==> src/sv/dqe_pkg.sv <==
package dqe_pkg;

  localparam int DEPTH_DEF = 16;

  localparam int DATA_W   = 32;
  localparam int OP_W     = 3;
  localparam int STATUS_W = 2;
  localparam int COUNT_W  = 5;

  localparam logic [OP_W-1:0] OP_QUERY      = 3'd0;
  localparam logic [OP_W-1:0] OP_PUSH_FRONT = 3'd1;
  localparam logic [OP_W-1:0] OP_PUSH_BACK  = 3'd2;
  localparam logic [OP_W-1:0] OP_POP_FRONT  = 3'd3;
  localparam logic [OP_W-1:0] OP_POP_BACK   = 3'd4;

  localparam logic [STATUS_W-1:0] ST_OK        = 2'd0;
  localparam logic [STATUS_W-1:0] ST_UNDERFLOW = 2'd1;
  localparam logic [STATUS_W-1:0] ST_OVERFLOW  = 2'd2;

endpackage

==> src/sv/dqe_ram.sv <==
module dqe_ram #(
  parameter int Depth = dqe_pkg::DEPTH_DEF,
  parameter int AddrW = $clog2(dqe_pkg::DEPTH_DEF),
  parameter int DataW = dqe_pkg::DATA_W
) (
  input  logic             clk_i,
  input  logic             we_i,
  input  logic [AddrW-1:0] waddr_i,
  input  logic [DataW-1:0] wdata_i,
  input  logic [AddrW-1:0] raddr_i,
  output logic [DataW-1:0] rdata_o
);
  import dqe_pkg::*;

  logic [DataW-1:0] mem [Depth];
  logic [DataW-1:0] rdata_q;

  always_ff @(posedge clk_i) begin
    if (we_i) begin
      mem[waddr_i] <= wdata_i;
    end
  end

  always_ff @(posedge clk_i) begin
    rdata_q <= mem[raddr_i];
  end

  assign rdata_o = rdata_q;

endmodule

==> src/sv/double_ended_queue_engine.sv <==
// double-ended queue on a ring memory of DEPTH words
// the result strobe is registered and comes in the cycle after the request is accepted
// throughput: one request per cycle, busy_o stays low; after a pop the new end
//   word is read through the single registered ram read port and forwarded
// reset: pointers, count and result strobe cleared, ram contents left as they are
// the receiver cannot stall, each result is shown for exactly one cycle
module double_ended_queue_engine #(
  parameter int DEPTH = dqe_pkg::DEPTH_DEF
) (
  input  logic                                clk_i,
  input  logic                                rst_ni,
  input  logic                                start_i,
  output logic                                busy_o,
  input  logic [dqe_pkg::OP_W-1:0]            opcode_i,
  input  logic signed [dqe_pkg::DATA_W-1:0]   push_value_i,
  output logic                                result_valid_o,
  output logic signed [dqe_pkg::DATA_W-1:0]   popped_value_o,
  output logic [dqe_pkg::STATUS_W-1:0]        status_o,
  output logic signed [dqe_pkg::DATA_W-1:0]   front_value_o,
  output logic signed [dqe_pkg::DATA_W-1:0]   back_value_o,
  output logic [dqe_pkg::COUNT_W-1:0]         element_count_o,
  output logic                                is_empty_o
);
  import dqe_pkg::*;

  localparam int AW = $clog2(DEPTH);
  localparam int CW = $clog2(DEPTH + 1);
  localparam logic [AW-1:0] LAST_SLOT = AW'(DEPTH - 1);
  localparam logic [CW-1:0] FULL_CNT  = CW'(DEPTH);

  typedef enum logic [1:0] {
    FIX_NONE,
    FIX_FRONT,
    FIX_BACK
  } fix_e;

  function automatic logic [AW-1:0] slot_next(input logic [AW-1:0] i);
    return (i == LAST_SLOT) ? '0 : i + AW'(1);
  endfunction

  function automatic logic [AW-1:0] slot_prev(input logic [AW-1:0] i);
    return (i == '0) ? LAST_SLOT : i - AW'(1);
  endfunction

  logic [AW-1:0] head_q, head_d, tail_q, tail_d;
  logic [CW-1:0] count_q, count_d;
  logic signed [DATA_W-1:0] front_q, front_d, back_q, back_d;
  fix_e fix_q, fix_d;
  logic valid_q, valid_d;
  logic signed [DATA_W-1:0] popped_q, popped_d;
  logic [STATUS_W-1:0] status_q, status_d;

  logic accept;
  logic we;
  logic [AW-1:0] waddr, raddr;
  logic [DATA_W-1:0] rdata;
  logic signed [DATA_W-1:0] front_eff, back_eff;
  logic is_full, is_empty;

  dqe_ram #(
    .Depth (DEPTH),
    .AddrW (AW),
    .DataW (DATA_W)
  ) u_ram (
    .clk_i   (clk_i),
    .we_i    (we),
    .waddr_i (waddr),
    .wdata_i (push_value_i),
    .raddr_i (raddr),
    .rdata_o (rdata)
  );

  assign busy_o   = 1'b0;
  assign accept   = start_i && !busy_o;
  assign is_full  = (count_q == FULL_CNT);
  assign is_empty = (count_q == '0);

  // new end word after a pop arrives from the registered ram read in the next cycle
  assign front_eff = (fix_q == FIX_FRONT) ? $signed(rdata) : front_q;
  assign back_eff  = (fix_q == FIX_BACK)  ? $signed(rdata) : back_q;

  always_comb begin
    head_d   = head_q;
    tail_d   = tail_q;
    count_d  = count_q;
    front_d  = front_eff;
    back_d   = back_eff;
    fix_d    = FIX_NONE;
    valid_d  = accept;
    popped_d = '0;
    status_d = ST_OK;
    we       = 1'b0;
    waddr    = slot_prev(head_q);
    raddr    = slot_next(head_q);
    if (accept) begin
      case (opcode_i)
        OP_PUSH_FRONT: begin
          if (is_full) begin
            status_d = ST_OVERFLOW;
          end else begin
            we      = 1'b1;
            waddr   = slot_prev(head_q);
            head_d  = slot_prev(head_q);
            count_d = count_q + CW'(1);
            front_d = push_value_i;
            if (is_empty) begin
              back_d = push_value_i;
            end
          end
        end
        OP_PUSH_BACK: begin
          if (is_full) begin
            status_d = ST_OVERFLOW;
          end else begin
            we      = 1'b1;
            waddr   = tail_q;
            tail_d  = slot_next(tail_q);
            count_d = count_q + CW'(1);
            back_d  = push_value_i;
            if (is_empty) begin
              front_d = push_value_i;
            end
          end
        end
        OP_POP_FRONT: begin
          if (is_empty) begin
            status_d = ST_UNDERFLOW;
          end else begin
            popped_d = front_eff;
            head_d   = slot_next(head_q);
            raddr    = slot_next(head_q);
            count_d  = count_q - CW'(1);
            fix_d    = FIX_FRONT;
          end
        end
        OP_POP_BACK: begin
          if (is_empty) begin
            status_d = ST_UNDERFLOW;
          end else begin
            popped_d = back_eff;
            tail_d   = slot_prev(tail_q);
            raddr    = slot_prev(slot_prev(tail_q));
            count_d  = count_q - CW'(1);
            fix_d    = FIX_BACK;
          end
        end
        default: begin
          status_d = ST_OK;
        end
      endcase
    end else begin
      fix_d = fix_q;
      raddr = (fix_q == FIX_BACK) ? slot_prev(tail_q) : head_q;
    end
  end

  always_ff @(posedge clk_i or negedge rst_ni) begin
    if (!rst_ni) begin
      head_q   <= '0;
      tail_q   <= '0;
      count_q  <= '0;
      fix_q    <= FIX_NONE;
      valid_q  <= 1'b0;
      front_q  <= '0;
      back_q   <= '0;
      popped_q <= '0;
      status_q <= ST_OK;
    end else begin
      head_q   <= head_d;
      tail_q   <= tail_d;
      count_q  <= count_d;
      fix_q    <= fix_d;
      valid_q  <= valid_d;
      front_q  <= front_d;
      back_q   <= back_d;
      popped_q <= popped_d;
      status_q <= status_d;
    end
  end

  assign result_valid_o  = valid_q;
  assign popped_value_o  = popped_q;
  assign status_o        = status_q;
  assign front_value_o   = is_empty ? '1 : front_eff;
  assign back_value_o    = is_empty ? '1 : back_eff;
  assign element_count_o = COUNT_W'(count_q);
  assign is_empty_o      = is_empty;

  a_count_bound: assert property (@(posedge clk_i) disable iff (!rst_ni)
    count_q <= FULL_CNT)
    else $error("count exceeds depth");

  a_ptr_meet: assert property (@(posedge clk_i) disable iff (!rst_ni)
    (count_q == '0 || count_q == FULL_CNT) |-> head_q == tail_q)
    else $error("head and tail disagree with count");

  a_overflow_full: assert property (@(posedge clk_i) disable iff (!rst_ni)
    (valid_q && status_q == ST_OVERFLOW) |-> is_full)
    else $error("overflow reported on a queue that is not full");

  a_underflow_empty: assert property (@(posedge clk_i) disable iff (!rst_ni)
    (valid_q && status_q == ST_UNDERFLOW) |-> is_empty)
    else $error("underflow reported on a queue that is not empty");

  a_pop_count: assert property (@(posedge clk_i) disable iff (!rst_ni)
    (accept && !is_empty && (opcode_i == OP_POP_FRONT || opcode_i == OP_POP_BACK))
      |=> count_q == $past(count_q) - CW'(1))
    else $error("pop did not lower the count");

endmodule
==> config.mk <==
export PLATFORM = sky130hd
export DESIGN_NAME = double_ended_queue_engine
export DESIGN_NICKNAME = d
export VERILOG_FILES = /design/src/sv/dqe_pkg.sv /design/src/sv/dqe_ram.sv /design/src/sv/double_ended_queue_engine.sv
export SDC_FILE = /design/constraint.sdc
export NUM_CORES = 1
export LEC_CHECK = 0
export BUFFER_PORTS_ARGS = -buffer_cell sky130_fd_sc_hd__buf_2
export CAP_MARGIN = 20
export CORE_AREA = 2 2 231 233
export CTS_CLUSTER_DIAMETER = 40
export DETAILED_ROUTE_END_ITERATION = 10
export DIE_AREA = 0 0 233 235
export PLACE_DENSITY = 0.68
export REMOVE_ABC_BUFFERS = 1
export SLEW_MARGIN = 20
export SYNTH_ARGS = -nofsm -noshare
export SYNTH_HDL_FRONTEND = slang
export SYNTH_HIERARCHICAL = 1
export SYNTH_SLANG_ARGS = --single-unit
==> constraint.sdc <==
create_clock -name clk_i -period 10.4 [get_ports clk_i]
set_clock_uncertainty 0.15 [all_clocks]
set_input_delay 2.08 -clock clk_i [delete_from_list [all_inputs] [get_ports clk_i]]
set_output_delay 2.08 -clock clk_i [all_outputs]
set_load 0.03 [all_outputs]
==> summary.md, run 1 <==
| Metric | Value |
|---|---|
| Overall power | `9.29 mW` |
| DRT antenna net count | `0` |
| Clk slew on worst S/H paths | `~0.05 ns` |
| Most common library cells after synthesis | `sky130_fd_sc_hd__edfxtp_1 (512), sky130_fd_sc_hd__nand2_1 (142), sky130_fd_sc_hd__mux4_2 (128)` |
| Remaining global-route overflow | `0` |
| Primary FF master, synth | `sky130_fd_sc_hd__edfxtp_1` |
| Yosys synthesis warning count | `6` |
| Initial antenna violation count | `0` |
| Syn_area_per_cell | `around 18 um^2` |
| Cell chain of the critical path | `buf_2, buf_4, inv_1, nor3_4, buf_4, nand2_1, inv_1, nand3b_1, nor3_2, buf_4` |
| Internal portion of total power | `approximately 6.2 mW` |
| FMAX | `between 150 and 200 MHz` |
| Pin count of the biggest net entering global routing | `between 80 and 90` |
| DP Wirelength | `between 30000 and 40000 um` |
| PwrDens | `~290 nW/um^2` |
| Num CTS Buffers | `91` |
| Count of filler cells inserted in the layout | `roughly 3.7k` |
| Share of total power in sequential cells | `between 30% and 40%` |
| Clock tree sinks | `about 660` |
| Share of cells above drive strength 1 | `30.0%` |
| Number of buffers and inverters on the critical path | `6` |
| Post-route worst setup slack | `between 4 and 5 ns` |
| Run status | `finished clean` |
| Worst Setup Slack post-DPL | `about 4.1 ns` |
| Violation count after the first detailed-route iteration | `roughly 1.4k` |
| Transition time at the pin with the least slew margin | `around 1.2 ns` |
| Fraction of registers with async set or reset after synthesis | `about 17%` |
| Yosys reg bits | `between 600 and 700` |
| Clock tree from TritonCTS | `done` |
| Number of different library cells in the post-synthesis netlist | `between 60 and 70` |
| Number of max-cap violations | `0` |
| Share of the synthesized area in the top cell type | `58.2%` |
| Slowest library cell on the worst path | `sky130_fd_sc_hd__nor3_2` |
| Worst vdd rail ir drop | `roughly 170 uV` |
| Clock power frac | `35.6%` |
| Final setup violation count | `0` |
| Final antenna diode count | `0` |
| CTS hold repair buffers | `0` |
| Part of the total power dissipated in combinational logic | `around 29%` |
| GRT Resource Usage Total | `around a quarter` |
| Critical path start-end classification | `primary input to register` |
| Number of enable flip-flop cells after synthesis | `between 500 and 600` |
| Vias/cell | `~6` |
| Max-Slew Margin vs Limit | `23.3%` |
| CP most frequent cell | `sky130_fd_sc_hd__buf_4` |
| Starting density of the core | `between 50 and 60%` |
| Quantity of I/O buffers inserted on ports | `between 100 and 150` |
| Switch share | `roughly a third` |
| Netlist area before placement | `26400 um^2` |
| Maximum fanout encountered on the critical timing path | `50` |
| Data required time of the critical path | `~11 ns` |
| RSZ-0062 raised after global routing | `false` |
| Data arrival time at the worst-slack endpoint | `~6 ns` |
| Placeable Area | `around 52000 um^2` |
| Post-layout net count | `1743` |
| Gpl congestion | `~0.84` |
| Overall die width | `233 um` |
| Via count of the first global-routing pass | `between 15k and 20k` |
| Die Ht | `between 200 and 250 um` |
| Crit. End Element | `register` |
| Clock period minus final worst setup slack | `approximately 5.7 ns` |
| Static power due to leakage | `around 12 nW` |
| Routed vias | `approximately 15k` |
| Boundary pin count | `around 140` |
| Most area-hungry cell type in the Yosys netlist | `sky130_fd_sc_hd__edfxtp_1` |
| Number of detailed-routing iterations run before antenna repair | `6` |
| Final wirelength | `between 60000 and 70000 um` |
| Site row count | `84` |
| Number of pins exceeding their max-slew limit in the final report | `0` |
| Area added between synthesis and finish | `19.5%` |
| Sw Pwr | `~3.1 mW` |
| Proportion of synthesized chip area in sequential cells | `a little under three quarters` |
| Skew-Pair Late Insertion Delay | `0.65 ns` |
| Most instantiated library cell after synthesis | `sky130_fd_sc_hd__edfxtp_1` |
| Die area | `~55000 um^2` |
| Top Family by Delay on Critical Path | `buffers and inverters` |
| Post-CTS Resized | `0` |
| Wire length of the first global-routing pass | `99800 um` |
| Worst min path class | `register to register` |
| Remaining routing DRC violations | `0` |
| Number of H-tree branching levels | `3` |
| Post CTS Setup Buffer Count | `0` |
| Mapped Cells | `approximately 1.5k` |
| Buffer cell driving the clock tree root | `sky130_fd_sc_hd__clkbuf_16` |
| Worst-case clock buffer depth | `3` |
| Largest cells by area after synthesis | `sky130_fd_sc_hd__edfxtp_1 (58%), sky130_fd_sc_hd__mux4_2 (11%), sky130_fd_sc_hd__dfrtp_1 (11%), sky130_fd_sc_hd__mux2i_1 (2.6%), sky130_fd_sc_hd__dfxtp_1 (2.4%)` |
| Count of endpoints failing hold in the final timing report | `0` |
| Critical path startpoint category | `primary input` |
| Period utilisation layout | `55.1%` |
| Wirelength per Cell | `26.8 um` |
| Maximum single-stage delay on the critical path | `around 0.90 ns` |
[metal layers]
metal	wire length (um)	vias to the layer above	GRT usage, %
li1	-	6393	-
met1	27600	7901	35.8
met2	31300	656	37.9
met3	5620	96	5.70
met4	1400	0	7.70
met5	0	-	0
[worst register-to-register path: stages, from the launching register on]
cell                      delay [ns]
sky130_fd_sc_hd__dfrtp_1        0.49
sky130_fd_sc_hd__or4_4          0.63
sky130_fd_sc_hd__o21ai_4        0.63
sky130_fd_sc_hd__buf_4          0.47
sky130_fd_sc_hd__nand2_1        0.17
sky130_fd_sc_hd__a31oi_4        0.17
sky130_fd_sc_hd__buf_4          0.66
sky130_fd_sc_hd__buf_4          1.02
sky130_fd_sc_hd__mux4_2         0.45
sky130_fd_sc_hd__a22oi_1        0.30
sky130_fd_sc_hd__nand2_1        0.08
[registers in the layout (all words and copies together) (netlist names)]
register         flops
fix_q                2
status_o             2
head_q               4
element_count_o      5
popped_value_o      32
u_ram/rdata_o       32
result_valid_o       1
u_ram/mem          512
tail_q               4
front_q             32
back_q              32
[through the flow]
step	util [%]	hold WS, ns	setup TNS, ns	instance area, um^2	instances
after floorplan	-	0.317	-24.58	25900	1412
after global placement	53.5	0.354	0	27900	2274
after detailed placement	54.0	0.368	0	28200	2285
after CTS	60.4	0.383	0	31600	2457
after global routing	60.5	0.438	0	31600	2458
final	60.5	0.381	0	31600	2458
[logic make-up (layout without fill, tap and decap cells)]
kind of cell / Yosys count / in the layout / share of synthesized area, %
adders and majority gates: 14 / 14 / 0.691
other: 1 / 1 / 0.0142
DFF: 658 / 658 / 71.4
buffers and inverters: 107 / 370 / 2.07
AOI/OAI and AO/OA: 258 / 258 / 7.52
xor gates and xnor gates: 10 / 10 / 0.331
muxes: 199 / 199 / 13.6
and+or+nand+nor: 260 / 260 / 4.37
[worst paths after layout]
check,slack [ns],end,startpoint,depth (start not counted)
min in group asynchronous,1.22,back_q[6],rst_ni,1
hold / removal,0.38,fix_q[0],fix_q[0],2
setup / recovery,4.67,u_ram/mem[4][7],start_i,10
setup reg to reg,5.07,u_ram/rdata_o[12],element_count_o[0],10
hold reg to reg,0.38,fix_q[0],fix_q[0],2
max in group asynchronous,7.74,front_q[9],rst_ni,2
[power groups by stage]
stage / logic (mW) / registers, mW / clock network [mW]
3_3_place_gp: 2.53 / 3.35 / 0
2_1_floorplan: 2.03 / 3.33 / 0
6_report: 2.67 / 3.32 / 3.31
5_1_grt: 2.88 / 3.35 / 3.46
4_1_cts: 2.67 / 3.32 / 3.35
3_5_place_dp: 2.65 / 3.37 / 0
[layout make-up]
cell class | instances | area [um^2] | area share (%)
Clock buffer | 100 | 2400 | 7.61
Tap cell | 688 | 861 | 2.73
Timing Repair Buffer | 186 | 1280 | 4.06
Sequential cell | 658 | 18900 | 59.7
Inverter | 12 | 45.0 | 0.143
Clock inverter | 72 | 928 | 2.94
Multi-Input combinational cell | 742 | 7190 | 22.8
[layout by cell type, fill, tap and decap left out, types with 14 or more instances in the layout]
cell,n
sky130_fd_sc_hd__edfxtp_1,512
sky130_fd_sc_hd__nand2_1,141
sky130_fd_sc_hd__buf_2,141
sky130_fd_sc_hd__mux4_2,128
sky130_fd_sc_hd__dfrtp_1,114
sky130_fd_sc_hd__clkbuf_16,94
sky130_fd_sc_hd__o2bb2ai_1,72
sky130_fd_sc_hd__mux2i_1,68
sky130_fd_sc_hd__a22oi_1,65
sky130_fd_sc_hd__nor2_1,58
sky130_fd_sc_hd__o22a_1,33
sky130_fd_sc_hd__dfxtp_1,32
sky130_fd_sc_hd__a21oi_1,31
sky130_fd_sc_hd__buf_4,30
sky130_fd_sc_hd__o21ai_0,16
sky130_fd_sc_hd__inv_6,14
(Power assumes the default switching activity.)
==> run 2: changes to the inputs <==
==> constraint.sdc (replaced) <==
create_clock -name clk_i -period 5.5 [get_ports clk_i]
set_clock_uncertainty 0.15 [all_clocks]
set_input_delay 1.1 -clock clk_i [delete_from_list [all_inputs] [get_ports clk_i]]
set_output_delay 1.1 -clock clk_i [all_outputs]
set_load 0.03 [all_outputs]
==> run 2 against run 1 <==
Effect of this change:
- sequential share of layout area increased by 1.2 points
- critical path type is now register to register
- total power up 78%
- register-to-register slack worse by 3.9 ns
- non-clock buffer count down 1
- clock-buffer cell count rose by 3
- largest power group unchanged
- final area down 1.9%
- largest cell class unchanged
==> summary.md, run 2 (same netlist as run 1, synthesis figures left out) <==
| Metric | Value |
|---|---|
| DRT antenna net count | `0 (unchanged)` |
| Switch share | `33.3% (+0.17 points)` |
| Clock power frac | `32.6% (-3.0 points)` |
| Met1 layer wirelength in the final routing | `27200 um (-1.2%)` |
| Initial antenna violation count | `1 (+1)` |
| CTS hold repair buffers | `0 (unchanged)` |
| Die Ht | `235 um (unchanged)` |
| Internal portion of total power | `11.1 mW (+78%)` |
| Cell chain of the critical path | `or4_4, o21ai_4, buf_4, nor2_1, a21oi_1, a21oi_1, nor2_4, a22oi_1, nand2_1` |
| Gpl congestion | `0.762 (-8.8%)` |
| Slowest library cell on the worst path | `sky130_fd_sc_hd__nor2_4` |
| Crit. End Element | `register` |
| Top Family by Delay on Critical Path | `simple AND/OR/NAND/NOR gates` |
| Via count of the first global-routing pass | `14.9k (-1.9%)` |
| Layout Utilization | `59.3% (-1.2 points)` |
| Transition time at the pin with the least slew margin | `1.13 ns (-0.0255 ns)` |
| Critical path startpoint category | `register` |
| Boundary pin count | `144 (unchanged)` |
| Met2 Wirelength | `30900 um (-1.4%)` |
| Worst min path class | `primary input to async pin` |
| Part of the total power dissipated in combinational logic | `29.7% (+1.0 points)` |
| Post CTS Setup Buffer Count | `0 (unchanged)` |
| Clk slew on worst S/H paths | `0.06 ns (about the same)` |
| Num CTS Buffers | `83 (-8.8%)` |
| CP most frequent cell | `sky130_fd_sc_hd__a21oi_1` |
| Post-CTS Resized | `0 (unchanged)` |
| Number of max-cap violations | `0 (unchanged)` |
| Number of buffers and inverters on the critical path | `1 (-5)` |
| Top routing layer in use | `met4` |
| Buffer cell driving the clock tree root | `sky130_fd_sc_hd__clkbuf_16` |
| Wire length of the first global-routing pass | `96500 um (-3.2%)` |
| Remaining routing DRC violations | `0 (unchanged)` |
| Clock period minus final worst setup slack | `4.30 ns` |
| Skew-Pair Late Insertion Delay | `0.63 ns (-0.02 ns)` |
| Register with the most flip-flops | `u_ram/mem` |
| Post-layout net count | `1734 (-0.52%)` |
| Count of filler cells inserted in the layout | `3769 (+1.2%)` |
| Data required time of the critical path | `5.91 ns (-4.63 ns)` |
| Max-Slew Margin vs Limit | `24.8% (+1.5 points)` |
| Die area | `54800 um^2 (unchanged)` |
| Count of endpoints failing hold in the final timing report | `0 (unchanged)` |
| Met3 wirelength from detailed routing | `4910 um (-13%)` |
| PwrDens | `535 nW/um^2 (+82%)` |
| Starting density of the core | `50.6% (unchanged)` |
| Number of detailed-routing iterations run before antenna repair | `7 (+1)` |
| Vias/cell | `6.14 (+0.26%)` |
| Register area | `18900 um^2 (unchanged)` |
| Final antenna diode count | `0 (unchanged)` |
| Critical path start-end classification | `register to register` |
| Number of H-tree branching levels | `3 (unchanged)` |
| Static power due to leakage | `11.4 nW (-2.7%)` |
| RSZ-0062 raised after global routing | `false` |
| Data arrival time at the worst-slack endpoint | `4.71 ns (-1.15 ns)` |
| Placeable Area | `52200 um^2 (unchanged)` |
| Worst vdd rail ir drop | `282 uV (+61%)` |
| Overall die width | `233 um (unchanged)` |
| Top library cells by usage in the layout, fill and taps aside | `sky130_fd_sc_hd__edfxtp_1 (512), sky130_fd_sc_hd__nand2_1 (141), sky130_fd_sc_hd__buf_2 (141)` |
| Site row count | `84 (unchanged)` |
| Commonest non-fill, non-tap cell in the layout | `sky130_fd_sc_hd__edfxtp_1` |
| Final setup violation count | `0 (unchanged)` |
| Share of total power in sequential cells | `37.7% (+2.0 points)` |
| FMAX | `around 230 MHz` |
| Clock tree from TritonCTS | `done` |
| Share of cells above drive strength 1 | `28.5% (-1.5 points)` |
| Max FFs per register | `512 (unchanged)` |
| Run status | `finished clean` |
| Wirelength per Cell | `26.4 um (-1.7%)` |
| Period utilisation layout | `between 70% and 80%` |
| Maximum single-stage delay on the critical path | `0.93 ns (+0.03 ns)` |
| Routed vias | `15.0k (-0.43%)` |
| GRT Resource Usage Total | `23.9% (-0.89 points)` |
| Final wirelength | `64300 um (-2.3%)` |
| Setup TNS | `0 ns (unchanged)` |
| Remaining global-route overflow | `0 (unchanged)` |
| Quantity of I/O buffers inserted on ports | `142 (unchanged)` |
| Sw Pwr | `5.52 mW (+79%)` |
| Violation count after the first detailed-route iteration | `1592 (+10%)` |
| DP Wirelength | `37500 um (-1.3%)` |
| Maximum fanout encountered on the critical timing path | `32 (-36%)` |
| Area added between synthesis and finish | `17.2%` |
| Number of pins exceeding their max-slew limit in the final report | `0 (unchanged)` |
| Total area of multi-input combinational cells | `7200 um^2 (about the same)` |
| Pin count of the biggest net entering global routing | `85 (-1.2%)` |
| Clock tree sinks | `658 (unchanged)` |
| Worst-case clock buffer depth | `3 (unchanged)` |
==> run 2: power groups by stage <==
stage | Combinational, mW | Sequential (mW) | Clock (mW)
finish | 4.93 | 6.25 | 5.40
global route | 5.31 | 6.30 | 5.69
CTS | 4.95 | 6.25 | 5.48
detailed placement | 4.92 | 6.34 | 0
global placement | 4.84 | 6.31 | 0
floorplan | 3.84 | 6.29 | 0
==> run 2: worst paths after layout <==
check | startpoint | to | slack [ns] | depth (start not counted)
setup / recovery | element_count_o[3] | u_ram/rdata_o[27] | 1.20 | 9
max in group asynchronous | rst_ni | front_q[21] | 3.82 | 2
hold reg to reg | fix_q[0] | fix_q[0] | 0.42 | 2
hold / removal | rst_ni | popped_value_o[23] | 0.37 | 1
setup reg to reg | element_count_o[3] | u_ram/rdata_o[27] | 1.20 | 9
min in group clk_i | fix_q[0] | fix_q[0] | 0.42 | 2
==> run 2: per-stage QoR <==
| step | setup slack (ns) | total power [mW] | std cells | hold WS, ns | cell area (um^2) |
|---|---|---|---|---|---|
| after floorplan | -5.05 | 10.1 | 1412 | 0.317 | 25900 |
| after global placement | 1.11 | 11.1 | 2285 | 0.359 | 28200 |
| after detailed placement | 0.973 | 11.3 | 2285 | 0.362 | 28200 |
| after CTS | 1.06 | 16.7 | 2441 | 0.384 | 31000 |
| after global routing | 0.977 | 17.3 | 2441 | 0.430 | 31000 |
| final | 1.20 | 16.6 | 2441 | 0.374 | 31000 |
==> run 2: layout make-up <==
class	instances	share of cell area, %
tap	688	2.78
timing repair buffer	185	3.84
multi-input combinational	742	23.2
clock inverter	53	1.84
sequential	658	60.9
inverter	12	0.145
clock buffer	103	7.22
==> run 2: metal layers <==
layer	vias to the layer above	global-route usage, %
met5	-	0
met1	7856	34.5
li1	6379	-
met3	108	4.47
met4	0	6.50
met2	638	37.7
